==> src/hdl/sise_pkg.sv <==
// Shared types and codes for the sorted integer set engine.
package sise_pkg;

  localparam logic [2:0] MODE_INSERT = 3'd0;
  localparam logic [2:0] MODE_REMOVE = 3'd1;
  localparam logic [2:0] MODE_MARK   = 3'd2;
  localparam logic [2:0] MODE_FINISH = 3'd3;
  localparam logic [2:0] MODE_QUERY  = 3'd4;

  localparam int unsigned VAL_W   = 32;
  localparam int unsigned COUNT_W = 7;

  typedef struct packed {
    logic                    mark;
    logic signed [VAL_W-1:0] val;
  } cell_t;

  typedef struct packed {
    logic lt;
    logic eq;
  } cmp_res_t;

  typedef enum logic [3:0] {
    ST_IDLE,
    ST_SCAN,
    ST_DECIDE,
    ST_INS_SHIFT,
    ST_REM_SHIFT,
    ST_COMPACT,
    ST_EDGE_LO,
    ST_EDGE_HI,
    ST_EDGE_END,
    ST_DONE
  } state_t;

endpackage

==> src/hdl/sise_cmp.sv <==
// Shared signed compare unit: stored entry against the operand.
module sise_cmp (
  input  logic signed [sise_pkg::VAL_W-1:0] a,
  input  logic signed [sise_pkg::VAL_W-1:0] b,
  output sise_pkg::cmp_res_t                res
);

  always_comb begin
    res.lt = (a < b);
    res.eq = (a == b);
  end

endmodule

==> src/hdl/sise_ram.sv <==
// Entry store: one write port, one read port with registered read data.
module sise_ram #(
  parameter int unsigned DEPTH = 64,
  parameter int unsigned AW    = 6
) (
  input  logic                clk,
  input  logic                we,
  input  logic [AW-1:0]       waddr,
  input  sise_pkg::cell_t     wdata,
  input  logic                re,
  input  logic [AW-1:0]       raddr,
  output sise_pkg::cell_t     rdata
);

  sise_pkg::cell_t mem [DEPTH];
  sise_pkg::cell_t rdata_r;

  always_ff @(posedge clk) begin
    if (we) begin
      mem[waddr] <= wdata;
    end
  end

  always_ff @(posedge clk) begin
    if (re) begin
      rdata_r <= mem[raddr];
    end
  end

  assign rdata = rdata_r;

endmodule

==> src/hdl/sorted_integer_set_engine.sv <==
// Sorted integer set engine: sequencer over the entry store and compare unit.
// Scan reads the entries in order until one is not less than the operand or the end is reached,
// then a decide state; insert shifts the entries from the position upward, remove shifts the
// entries above it down, finish compacts the marked entries with no scan, then EDGE_LO, EDGE_HI
// and EDGE_END read the least and greatest entries of a non-empty set into the result beat.
// Throughput: one item at a time; hold in DONE while out_ready is low. Sync reset empties.
module sorted_integer_set_engine #(
  parameter int unsigned CAPACITY = 64
) (
  input  logic                                 clk,
  input  logic                                 rst_n,
  input  logic                                 in_valid,
  output logic                                 in_ready,
  input  logic [2:0]                           in_mode,
  input  logic signed [sise_pkg::VAL_W-1:0]    in_value,
  output logic                                 out_valid,
  input  logic                                 out_ready,
  output logic                                 out_found,
  output logic                                 out_status,
  output logic [sise_pkg::COUNT_W-1:0]         out_count,
  output logic signed [sise_pkg::VAL_W-1:0]    out_smallest,
  output logic signed [sise_pkg::VAL_W-1:0]    out_largest,
  output logic                                 out_is_empty
);

  localparam int unsigned AW = $clog2(CAPACITY);
  localparam int unsigned CW = $clog2(CAPACITY + 1);

  sise_pkg::state_t state_r, state_nxt;

  logic [2:0]                        mode_r, mode_nxt;
  logic signed [sise_pkg::VAL_W-1:0] value_r, value_nxt;
  logic [CW-1:0]                     count_r, count_nxt;
  logic [CW-1:0]                     pos_r, pos_nxt;
  logic [CW-1:0]                     idx_r, idx_nxt;
  logic [CW-1:0]                     rd_addr_r, rd_addr_nxt;
  logic [CW-1:0]                     wr_idx_r, wr_idx_nxt;
  logic                              pend_r, pend_nxt;
  logic                              found_r, found_nxt;
  logic                              status_r, status_nxt;
  logic signed [sise_pkg::VAL_W-1:0] lo_r, lo_nxt;
  logic signed [sise_pkg::VAL_W-1:0] hi_r, hi_nxt;

  logic                              out_valid_r, out_valid_nxt;
  logic                              out_found_r, out_found_nxt;
  logic                              out_status_r, out_status_nxt;
  logic [sise_pkg::COUNT_W-1:0]      out_count_r, out_count_nxt;
  logic signed [sise_pkg::VAL_W-1:0] out_smallest_r, out_smallest_nxt;
  logic signed [sise_pkg::VAL_W-1:0] out_largest_r, out_largest_nxt;
  logic                              out_is_empty_r, out_is_empty_nxt;

  logic                              mem_we;
  logic [AW-1:0]                     mem_waddr;
  sise_pkg::cell_t                   mem_wdata;
  logic                              mem_re;
  logic [AW-1:0]                     mem_raddr;
  sise_pkg::cell_t                   mem_rdata;
  sise_pkg::cmp_res_t                cmp_res;

  logic [CW-1:0] idx_dec, idx_inc, rd_up, rd_dn, pos_inc, wr_inc, count_inc, count_dec;
  logic          scan_hit, scan_end, ins_more, rem_more, full, out_free, keep_hit;

  sise_ram #(
    .DEPTH (CAPACITY),
    .AW    (AW)
  ) u_ram (
    .clk   (clk),
    .we    (mem_we),
    .waddr (mem_waddr),
    .wdata (mem_wdata),
    .re    (mem_re),
    .raddr (mem_raddr),
    .rdata (mem_rdata)
  );

  sise_cmp u_cmp (
    .a   (mem_rdata.val),
    .b   (value_r),
    .res (cmp_res)
  );

  assign idx_dec   = idx_r - CW'(1);
  assign idx_inc   = idx_r + CW'(1);
  assign rd_up     = rd_addr_r + CW'(1);
  assign rd_dn     = rd_addr_r - CW'(1);
  assign pos_inc   = pos_r + CW'(1);
  assign wr_inc    = wr_idx_r + CW'(1);
  assign count_inc = count_r + CW'(1);
  assign count_dec = count_r - CW'(1);

  assign scan_hit = pend_r && !cmp_res.lt;
  assign scan_end = (idx_r == count_r);
  assign ins_more = (idx_r > pos_r);
  assign rem_more = (idx_r < count_r);
  assign full     = (count_r == CW'(CAPACITY));
  assign out_free = !out_valid_r || out_ready;
  assign keep_hit = pend_r && mem_rdata.mark;

  assign in_ready = (state_r == sise_pkg::ST_IDLE);

  always_comb begin
    state_nxt = state_r;
    case (state_r)
      sise_pkg::ST_IDLE: begin
        if (in_valid) begin
          state_nxt = (in_mode == sise_pkg::MODE_FINISH) ? sise_pkg::ST_COMPACT
                                                         : sise_pkg::ST_SCAN;
        end
      end
      sise_pkg::ST_SCAN: begin
        if (scan_hit || scan_end) begin
          state_nxt = sise_pkg::ST_DECIDE;
        end
      end
      sise_pkg::ST_DECIDE: begin
        case (mode_r)
          sise_pkg::MODE_INSERT: begin
            state_nxt = (found_r || full) ? sise_pkg::ST_EDGE_LO : sise_pkg::ST_INS_SHIFT;
          end
          sise_pkg::MODE_REMOVE: begin
            state_nxt = found_r ? sise_pkg::ST_REM_SHIFT : sise_pkg::ST_EDGE_LO;
          end
          default: begin
            state_nxt = sise_pkg::ST_EDGE_LO;
          end
        endcase
      end
      sise_pkg::ST_INS_SHIFT: begin
        if (!ins_more && !pend_r) begin
          state_nxt = sise_pkg::ST_EDGE_LO;
        end
      end
      sise_pkg::ST_REM_SHIFT: begin
        if (!rem_more) begin
          state_nxt = sise_pkg::ST_EDGE_LO;
        end
      end
      sise_pkg::ST_COMPACT: begin
        if (!rem_more) begin
          state_nxt = sise_pkg::ST_EDGE_LO;
        end
      end
      sise_pkg::ST_EDGE_LO: begin
        state_nxt = (count_r == '0) ? sise_pkg::ST_DONE : sise_pkg::ST_EDGE_HI;
      end
      sise_pkg::ST_EDGE_HI: begin
        state_nxt = sise_pkg::ST_EDGE_END;
      end
      sise_pkg::ST_EDGE_END: begin
        state_nxt = sise_pkg::ST_DONE;
      end
      sise_pkg::ST_DONE: begin
        if (out_free) begin
          state_nxt = sise_pkg::ST_IDLE;
        end
      end
      default: begin
        state_nxt = sise_pkg::ST_IDLE;
      end
    endcase
  end

  always_comb begin
    mode_nxt         = mode_r;
    value_nxt        = value_r;
    count_nxt        = count_r;
    pos_nxt          = pos_r;
    idx_nxt          = idx_r;
    rd_addr_nxt      = rd_addr_r;
    wr_idx_nxt       = wr_idx_r;
    pend_nxt         = pend_r;
    found_nxt        = found_r;
    status_nxt       = status_r;
    lo_nxt           = lo_r;
    hi_nxt           = hi_r;
    out_found_nxt    = out_found_r;
    out_status_nxt   = out_status_r;
    out_count_nxt    = out_count_r;
    out_smallest_nxt = out_smallest_r;
    out_largest_nxt  = out_largest_r;
    out_is_empty_nxt = out_is_empty_r;
    out_valid_nxt    = out_valid_r && !out_ready;
    mem_we           = 1'b0;
    mem_waddr        = '0;
    mem_wdata        = '0;
    mem_re           = 1'b0;
    mem_raddr        = '0;

    case (state_r)
      sise_pkg::ST_IDLE: begin
        if (in_valid) begin
          mode_nxt   = in_mode;
          value_nxt  = in_value;
          idx_nxt    = '0;
          wr_idx_nxt = '0;
          pend_nxt   = 1'b0;
          found_nxt  = 1'b0;
          status_nxt = 1'b0;
        end
      end
      sise_pkg::ST_SCAN: begin
        if (scan_hit) begin
          pos_nxt   = rd_addr_r;
          found_nxt = cmp_res.eq;
          pend_nxt  = 1'b0;
        end else if (scan_end) begin
          pos_nxt   = count_r;
          found_nxt = 1'b0;
          pend_nxt  = 1'b0;
        end else begin
          mem_re      = 1'b1;
          mem_raddr   = idx_r[AW-1:0];
          rd_addr_nxt = idx_r;
          idx_nxt     = idx_inc;
          pend_nxt    = 1'b1;
        end
      end
      sise_pkg::ST_DECIDE: begin
        case (mode_r)
          sise_pkg::MODE_INSERT: begin
            idx_nxt = count_r;
            if (!found_r && full) begin
              status_nxt = 1'b1;
            end
          end
          sise_pkg::MODE_REMOVE: begin
            idx_nxt = pos_inc;
          end
          sise_pkg::MODE_MARK: begin
            if (found_r) begin
              mem_we         = 1'b1;
              mem_waddr      = pos_r[AW-1:0];
              mem_wdata.mark = 1'b1;
              mem_wdata.val  = value_r;
            end
          end
          sise_pkg::MODE_QUERY: begin
          end
          default: begin
          end
        endcase
      end
      sise_pkg::ST_INS_SHIFT: begin
        if (pend_r) begin
          mem_we    = 1'b1;
          mem_waddr = rd_up[AW-1:0];
          mem_wdata = mem_rdata;
        end
        if (ins_more) begin
          mem_re      = 1'b1;
          mem_raddr   = idx_dec[AW-1:0];
          rd_addr_nxt = idx_dec;
          idx_nxt     = idx_dec;
          pend_nxt    = 1'b1;
        end else begin
          pend_nxt = 1'b0;
          if (!pend_r) begin
            mem_we         = 1'b1;
            mem_waddr      = pos_r[AW-1:0];
            mem_wdata.mark = 1'b0;
            mem_wdata.val  = value_r;
            count_nxt      = count_inc;
          end
        end
      end
      sise_pkg::ST_REM_SHIFT: begin
        if (pend_r) begin
          mem_we    = 1'b1;
          mem_waddr = rd_dn[AW-1:0];
          mem_wdata = mem_rdata;
        end
        if (rem_more) begin
          mem_re      = 1'b1;
          mem_raddr   = idx_r[AW-1:0];
          rd_addr_nxt = idx_r;
          idx_nxt     = idx_inc;
          pend_nxt    = 1'b1;
        end else begin
          pend_nxt  = 1'b0;
          count_nxt = count_dec;
        end
      end
      sise_pkg::ST_COMPACT: begin
        if (keep_hit) begin
          mem_we         = 1'b1;
          mem_waddr      = wr_idx_r[AW-1:0];
          mem_wdata.mark = 1'b0;
          mem_wdata.val  = mem_rdata.val;
          wr_idx_nxt     = wr_inc;
        end
        if (rem_more) begin
          mem_re    = 1'b1;
          mem_raddr = idx_r[AW-1:0];
          idx_nxt   = idx_inc;
          pend_nxt  = 1'b1;
        end else begin
          pend_nxt  = 1'b0;
          count_nxt = keep_hit ? wr_inc : wr_idx_r;
        end
      end
      sise_pkg::ST_EDGE_LO: begin
        if (count_r == '0) begin
          lo_nxt = '0;
          hi_nxt = '0;
        end else begin
          mem_re    = 1'b1;
          mem_raddr = '0;
        end
      end
      sise_pkg::ST_EDGE_HI: begin
        lo_nxt    = mem_rdata.val;
        mem_re    = 1'b1;
        mem_raddr = count_dec[AW-1:0];
      end
      sise_pkg::ST_EDGE_END: begin
        hi_nxt = mem_rdata.val;
      end
      sise_pkg::ST_DONE: begin
        if (out_free) begin
          out_valid_nxt    = 1'b1;
          out_found_nxt    = found_r;
          out_status_nxt   = status_r;
          out_count_nxt    = sise_pkg::COUNT_W'(count_r);
          out_smallest_nxt = lo_r;
          out_largest_nxt  = hi_r;
          out_is_empty_nxt = (count_r == '0);
        end
      end
      default: begin
      end
    endcase
  end

  always_ff @(posedge clk) begin
    if (!rst_n) begin
      state_r     <= sise_pkg::ST_IDLE;
      count_r     <= '0;
      pend_r      <= 1'b0;
      out_valid_r <= 1'b0;
    end else begin
      state_r     <= state_nxt;
      count_r     <= count_nxt;
      pend_r      <= pend_nxt;
      out_valid_r <= out_valid_nxt;
    end
  end

  always_ff @(posedge clk) begin
    mode_r         <= mode_nxt;
    value_r        <= value_nxt;
    pos_r          <= pos_nxt;
    idx_r          <= idx_nxt;
    rd_addr_r      <= rd_addr_nxt;
    wr_idx_r       <= wr_idx_nxt;
    found_r        <= found_nxt;
    status_r       <= status_nxt;
    lo_r           <= lo_nxt;
    hi_r           <= hi_nxt;
    out_found_r    <= out_found_nxt;
    out_status_r   <= out_status_nxt;
    out_count_r    <= out_count_nxt;
    out_smallest_r <= out_smallest_nxt;
    out_largest_r  <= out_largest_nxt;
    out_is_empty_r <= out_is_empty_nxt;
  end

  assign out_valid    = out_valid_r;
  assign out_found    = out_found_r;
  assign out_status   = out_status_r;
  assign out_count    = out_count_r;
  assign out_smallest = out_smallest_r;
  assign out_largest  = out_largest_r;
  assign out_is_empty = out_is_empty_r;

endmodule

==> config.mk <==
export PLATFORM = sky130hd
export DESIGN_NAME = sorted_integer_set_engine
export DESIGN_NICKNAME = d
export VERILOG_FILES = /design/src/hdl/sise_pkg.sv /design/src/hdl/sise_cmp.sv /design/src/hdl/sise_ram.sv /design/src/hdl/sorted_integer_set_engine.sv
export SDC_FILE = /design/constraint.sdc
export NUM_CORES = 2
export LEC_CHECK = 0
export CORE_MARGIN = 8
export CORE_UTILIZATION = 40
export DETAILED_ROUTE_END_ITERATION = 8
export DONT_BUFFER_PORTS = 1
export GPL_ROUTABILITY_DRIVEN = 0
export GPL_TIMING_DRIVEN = 0
export PLACE_DENSITY = 0.66
export SLEW_MARGIN = 10
export SYNTH_ARGS = -nofsm -noshare
export SYNTH_HDL_FRONTEND = slang
export SYNTH_SLANG_ARGS = --single-unit
==> constraint.sdc <==
create_clock -name clk -period 13.8 [get_ports clk]
set_input_delay 2.76 -clock clk [delete_from_list [all_inputs] [get_ports clk]]
set_output_delay 2.76 -clock clk [all_outputs]
set_load 0.02 [all_outputs]
Word level (Yosys, flattened, before mapping)
Memories as Yosys holds them, arrays and structs flattened. A register that Yosys moved wholly into a read port is not among the register bits.
Index checks and enable logic that the tools add are counted.
{ "word_totals": {"reg_bits": 216, "ram_bits": 2112, "input_bits": 39, "word_cells": 186, "memories": 1} }
{ "memory_table": {"columns": ["memory", "words", "width", "rd", "rd_clocked_by_memory_dff", "write_ports", "line", "source"], "rows": [
  ["u_ram.mem", 64, 33, 1, 1, 1, "sise_ram.sv:15", "sise_pkg::cell_t mem [DEPTH];"]
]} }
{ "classes": {"n_addsub": 8, "magnitude_cmp": 3, "n_eq_ne": 34, "n_mux": 79, "reduce_logical": 41} }
{ "ops": {"columns": ["operator", "n"], "rows": [
  ["33-bit two-way mux", 5],
  ["33-bit case mux with 4 select lines", 1],
  ["32-bit case mux with 2 select lines", 2],
  ["7-bit two-way mux", 15],
  ["6-bit two-way mux", 11],
  ["32-bit two-way mux", 2],
  ["6-bit case mux with 4 select lines", 2],
  ["7-bit case mux with 3 select lines", 2],
  ["4-bit case mux with 9 select lines", 1],
  ["7-bit case mux with 5 select lines", 1],
  ["32-bit equality test", 1],
  ["32-bit < comparator", 1],
  ["2-bit != test, second input constant", 15],
  ["7-bit by 1-bit adder with 7-bit output, second input constant", 4],
  ["7-bit case mux with 2 select lines", 2],
  ["4-bit two-way mux", 6],
  ["1-bit two-way mux", 20],
  ["4-bit by 3-bit equality test with 1-bit output, second input constant", 4],
  ["5-bit AND reduction", 3],
  ["2-bit AND reduction", 7],
  ["7-bit by 1-bit subtractor with 7-bit output, second input constant", 2],
  ["2-bit nonzero test", 6],
  ["4-bit by 2-bit equality test with 1-bit output, second input constant", 2],
  ["4-bit equality test, second input constant", 2],
  ["31 further kinds", 48]
]} }

Depth between registers and ports, before layout
{ "depth": {"word_depth": 6, "depth_mapped": 19, "ltp_nobuf": 13} }

Hierarchy
A second synthesis with hierarchy kept.
{ "hier_totals": {"cells_unflattened": 4472, "area_unflattened_um2": 92052.0} }
{ "by_module_without_submodules": {"columns": ["module", "n_inst", "cells_each", "area_per_inst_um2", "seq_area_each_um2"], "rows": [
  ["sise_ram", 1, 3610, 81424.3, 64411.8],
  ["sorted_integer_set_engine", 1, 749, 9806.9, 6356.1],
  ["sise_cmp", 1, 113, 820.8, 0.0]
]} }

Least setup slack after synthesis
No wires, ideal clock.
{ "synth_timing": {"path_kind": "input -> register", "startpoint": "in out_ready", "endpoint": "reg out_count_r (netlist bit out_count[0]) (enable)", "arrival_time_ns": 6.178, "slack_ns": 7.107, "path_stages": 2, "path_buffers": 0, "path_cell_list": "nand2b_1 nor2b_1"} }
{ "synth_via": {"elab_chain_len": 2} }
{ "synth_lines": {"columns": ["element", "line", "source"], "rows": [
  ["start: declaration", "sorted_integer_set_engine.sv:17", "input logic out_ready,"],
  ["1-bit logical OR", "sorted_integer_set_engine.sv:96", "assign out_free = !out_valid_r || out_ready;"],
  ["2-bit AND reduction (no source line)", null, null],
  ["end signal: assignment", "sorted_integer_set_engine.sv:361", "out_count_r <= out_count_nxt;"],
  ["end: declaration", "sorted_integer_set_engine.sv:47", "logic [sise_pkg::COUNT_W-1:0] out_count_r, out_count_nxt;"]
]} }
Every way passes these cells.
A chain may end at the register's enable or synchronous reset.

Final worst setup path
{ "layout_timing": {"startpoint": "reg count_r[3]", "endpoint": "reg, netlist name u_ram.rdata[4]"} }
{ "layout_via": {"elab_chain_len": 4, "elab_cells_between_ends": 13} }
{ "layout_lines": {"columns": ["element", "line", "source"], "rows": [
  ["start: declaration", "sorted_integer_set_engine.sv:33", "logic [CW-1:0] count_r, count_nxt;"],
  ["start signal: assignment", "sorted_integer_set_engine.sv:342", "count_r <= count_nxt;"],
  ["branches (longest 4 deep; another with 7-bit < comparator)", null, null]
]} }
Parallel ways; which one is timed is not known.

==> reports/metrics.yaml <==
outcome:
  outcome: "completed"
finish:
  area.sequential_sq_mm: 0.0708
  synthToLayoutAreaGrowth_pct: 15.0
  n_fill_cell: 19841
  multi_input_area_sq_mm: 0.0215
  nets: 6891
  drive_gt1_share_pct: 10.5
worst_setup_path:
  worst-setup-path-type: "register to register"
  rr_endpoint: "u_ram.rdata[4]"
  crit_required_ns: 14.47
  worstRegToRegCells: 17
  crit_arrival_ns: 8.29
  start_kind: "register"
  worst-path-max-fanout: 10
  rrSetupSlack_ns: 6.19
  cp-end-kind: "register"
  r2r_start: "count_r[3]"
grt:
  grt_pass1_wl_um: 408000
  overflow: 0
  antenna_found_initial: 30
  grt_max_degree: 65
  grt_pass1_vias: 55840
  grt_use_total_pct: 22.5
sta:
  hold_viol: 0
  report.final.slew_viol_count: 0
  min_period_ns: 7.61
  worst_pin_slew_ns: 1.45
  finalSetupViolCount: 0
  max_freq_mhz: 131
  period_share_pct: 55.2
  rsz0062_at_grt: "false"
  tns_ns: 0
  holdWs_ns: 0.418
  fin_skew_ns: 0.0563
  max_slew_margin_pct: 3.20
job:
  maxCapViolations: 0
clocking:
  root_buffer: "clkbuf_16"
  cts_tree: "yes"
  cts.path.max_buffers: 3
  clock-sinks: 2361
  cts_made_buffers: 224
  post_cts_resized: 0
  cts_setup_buffers: 0
  cts_hold_buffers: 0
  cts_htree_levels: 4
  clock_latency_ns: 0.91
  clk_pin_slew_worst_paths_ns: 0.07
power:
  peakVddDrop_mv: 0.144
  p_per_area_mw_per_mm2: 205
  power_leakage_nw: 34.8
logic_synthesis:
  synth_enable_flop_cells: 2348
  synth.avg_cell_area_sq_um: 14.4
  ys_async_sr_fraction_pct: 0
  synth.area.mux_share_pct: 4.26
  syn-cell-area_sq_mm: 0.0935
  synth_compound_area_share_pct: 5.72
  synthesis.nets: 6566
  synth_top_family_by_area: "simple AND/OR/NAND/NOR gates"
  synth_common_cells: "edfxtp_1 (2,348), nand2_1 (1,421), nand3_1 (528)"
  synthAdderAreaFrac_pct: 0.749
  ys_seq_area_share_pct: 75.7
  yosys.area.top_type: "edfxtp_1"
  synthDistinctLibCells: 77
  synthXorXnorAreaFrac_pct: 0.290
  synth_top_flop_cell: "edfxtp_1"
  synth_most_common_cell: "edfxtp_1"
  yosys-top-cells-area: "edfxtp_1 (75%), nand2_1 (5.7%), mux2i_1 (3.9%)"
  yosys_warnings: 0
  synth_simple_gate_area_share_pct: 11.2
  yosysTopAreaCellShare_pct: 75.4
  syn_inst: 6471
  ys_ff_latch: 2361
place:
  portBuffers: 0
  dpl.hpwl_um: 202000
floorplanning:
  row_count: 177
  start_util_pct: 40.2
  die-area_sq_mm: 0.249
  design.core.area_sq_mm: 0.233
  io_pins: 115
  die_h_um: 499
  chipWidth_um: 499
drt:
  vias: 59682
  routed-wl-met3_um: 38000
  ant_nets: 0
  drc_errors: 0
  m1WireLength_um: 109000
  top_layer: "met5"
  wl_per_cell_um: 29.1
  wl_met2_um: 127000
  viasPerCell: 5.92
  dr.pass1.iters: 9
  wl_um: 293000
  first_iter_violations: 9385
min_path:
  hold_path_startpoint: "hi_r[6]"
  hold_end: "out_largest[6]"
  hp-class: "register to register"
  whs_path_depth: 0
final cells by class:
class / instances / share of cell area, %
Clock buffer: 269 / 5.42
Tap cell: 3043 / 3.54
Multi-Input combinational cell: 3669 / 20.0
Antenna cell: 47 / 0.109
Clock inverter: 148 / 1.34
Timing Repair Buffer: 99 / 1.89
Sequential cell: 2361 / 65.8
Buffer: 380 / 1.64
Inverter: 61 / 0.213
power breakdown:
part	total [mW]	leakage, nW	internal (mW)	switching [mW]
Combinational	7.47	11.4	1.91	5.56
Sequential	8.47	19.9	8.27	0.200
Clock	6.12	3.53	3.41	2.72
worst max-delay path, cell delays in order (launching register included):
cell and delay (ns):
dfxtp_1 0.34, clkbuf_1 0.45, inv_1 0.19, ha_1 0.33, nand4_1 0.20, o21ai_0 0.42
o22ai_1 0.29, a221o_1 0.44, nor4_2 0.28, buf_4 0.25, buf_2 0.34, clkbuf_1 1.04
clkbuf_1 0.71, nand2_1 0.12, nand3_1 0.11, a31oi_1 0.18, a21oi_1 1.14, and4_1 0.54
routing by layer:
| layer | up-vias | track usage, % |
|---|---|---|
| met1 | 29486 | 29.7 |
| li1 | 25123 | - |
| met2 | 4272 | 33.5 |
| met5 | - | 0.0761 |
| met3 | 797 | 6.11 |
| met4 | 4 | 13.0 |
worst max-delay path by stage:
| stage | startpoint | endpoint | slack [ns] | cells past startpoint |
|---|---|---|---|---|
| 6_report | count_r[3] | u_ram.rdata[4] | 6.19 | 17 |
| 5_1_grt | count_r[3] | u_ram.rdata[4] | 6.21 | 17 |
| 4_1_cts | count_r[3] | u_ram.rdata[26] | 6.76 | 17 |
| 3_5_place_dp | count_r[3] | u_ram.rdata[26] | 6.79 | 17 |
| 3_3_place_gp | state_r[1] | u_ram.mem[4][32] | 5.22 | 4 |
| 2_1_floorplan | out_ready | out_count[0] | 7.11 | 2 |
flip-flops by register name, indices dropped and copies added (netlist names), 32 cells and up:
name,cells
lo_r,32
value_r,32
u_ram.rdata,33
hi_r,32
u_ram.mem,2112
out_smallest,32
out_largest,32
logic make-up after synthesis:
kind of cell,Yosys count
simple gates,2391
flops,2361
compound gates,809
buf+inv,441
mux,382
fa+ha+maj,56
xor+xnor,31
placed cells by master (no fill, tap or decap), types with 13 or more instances in the layout:
cell type / count
a21oi_1: 264
a22o_4: 23
diode_2: 47
bufinv_16: 21
a32oi_1: 97
buf_1: 32
clkbuf_16: 225
buf_4: 21
clkinv_1: 52
clkinv_2: 44
o21ai_0: 44
and2_1: 71
buf_12: 83
nor3_1: 44
clkbuf_1: 217
xnor2_1: 22
ha_1: 56
inv_1: 60
nand3_1: 528
a22oi_1: 87
o22ai_1: 64
nor2_1: 95
a211oi_1: 18
dfxtp_1: 13
nor2_4: 66
buf_2: 141
edfxtp_1: 2348
nor4_1: 55
and4_1: 29
mux2i_1: 365
nand2_1: 1421
a31oi_1: 113
through the flow:
stage	setup slack [ns]	cell area [sq um]	utilization (%)	power, mW	cells
final	6.19	107000	46.2	22.1	10077
after global routing	6.21	107000	46.2	22.6	10069
after CTS	6.76	107000	46.2	21.8	10030
after detailed placement	6.79	100000	43.1	15.7	9613
after global placement	5.22	97300	41.8	15.6	9514
after floorplan	7.11	93500	-	12.5	6471
Note: power is estimated with default switching activity, not from simulation.
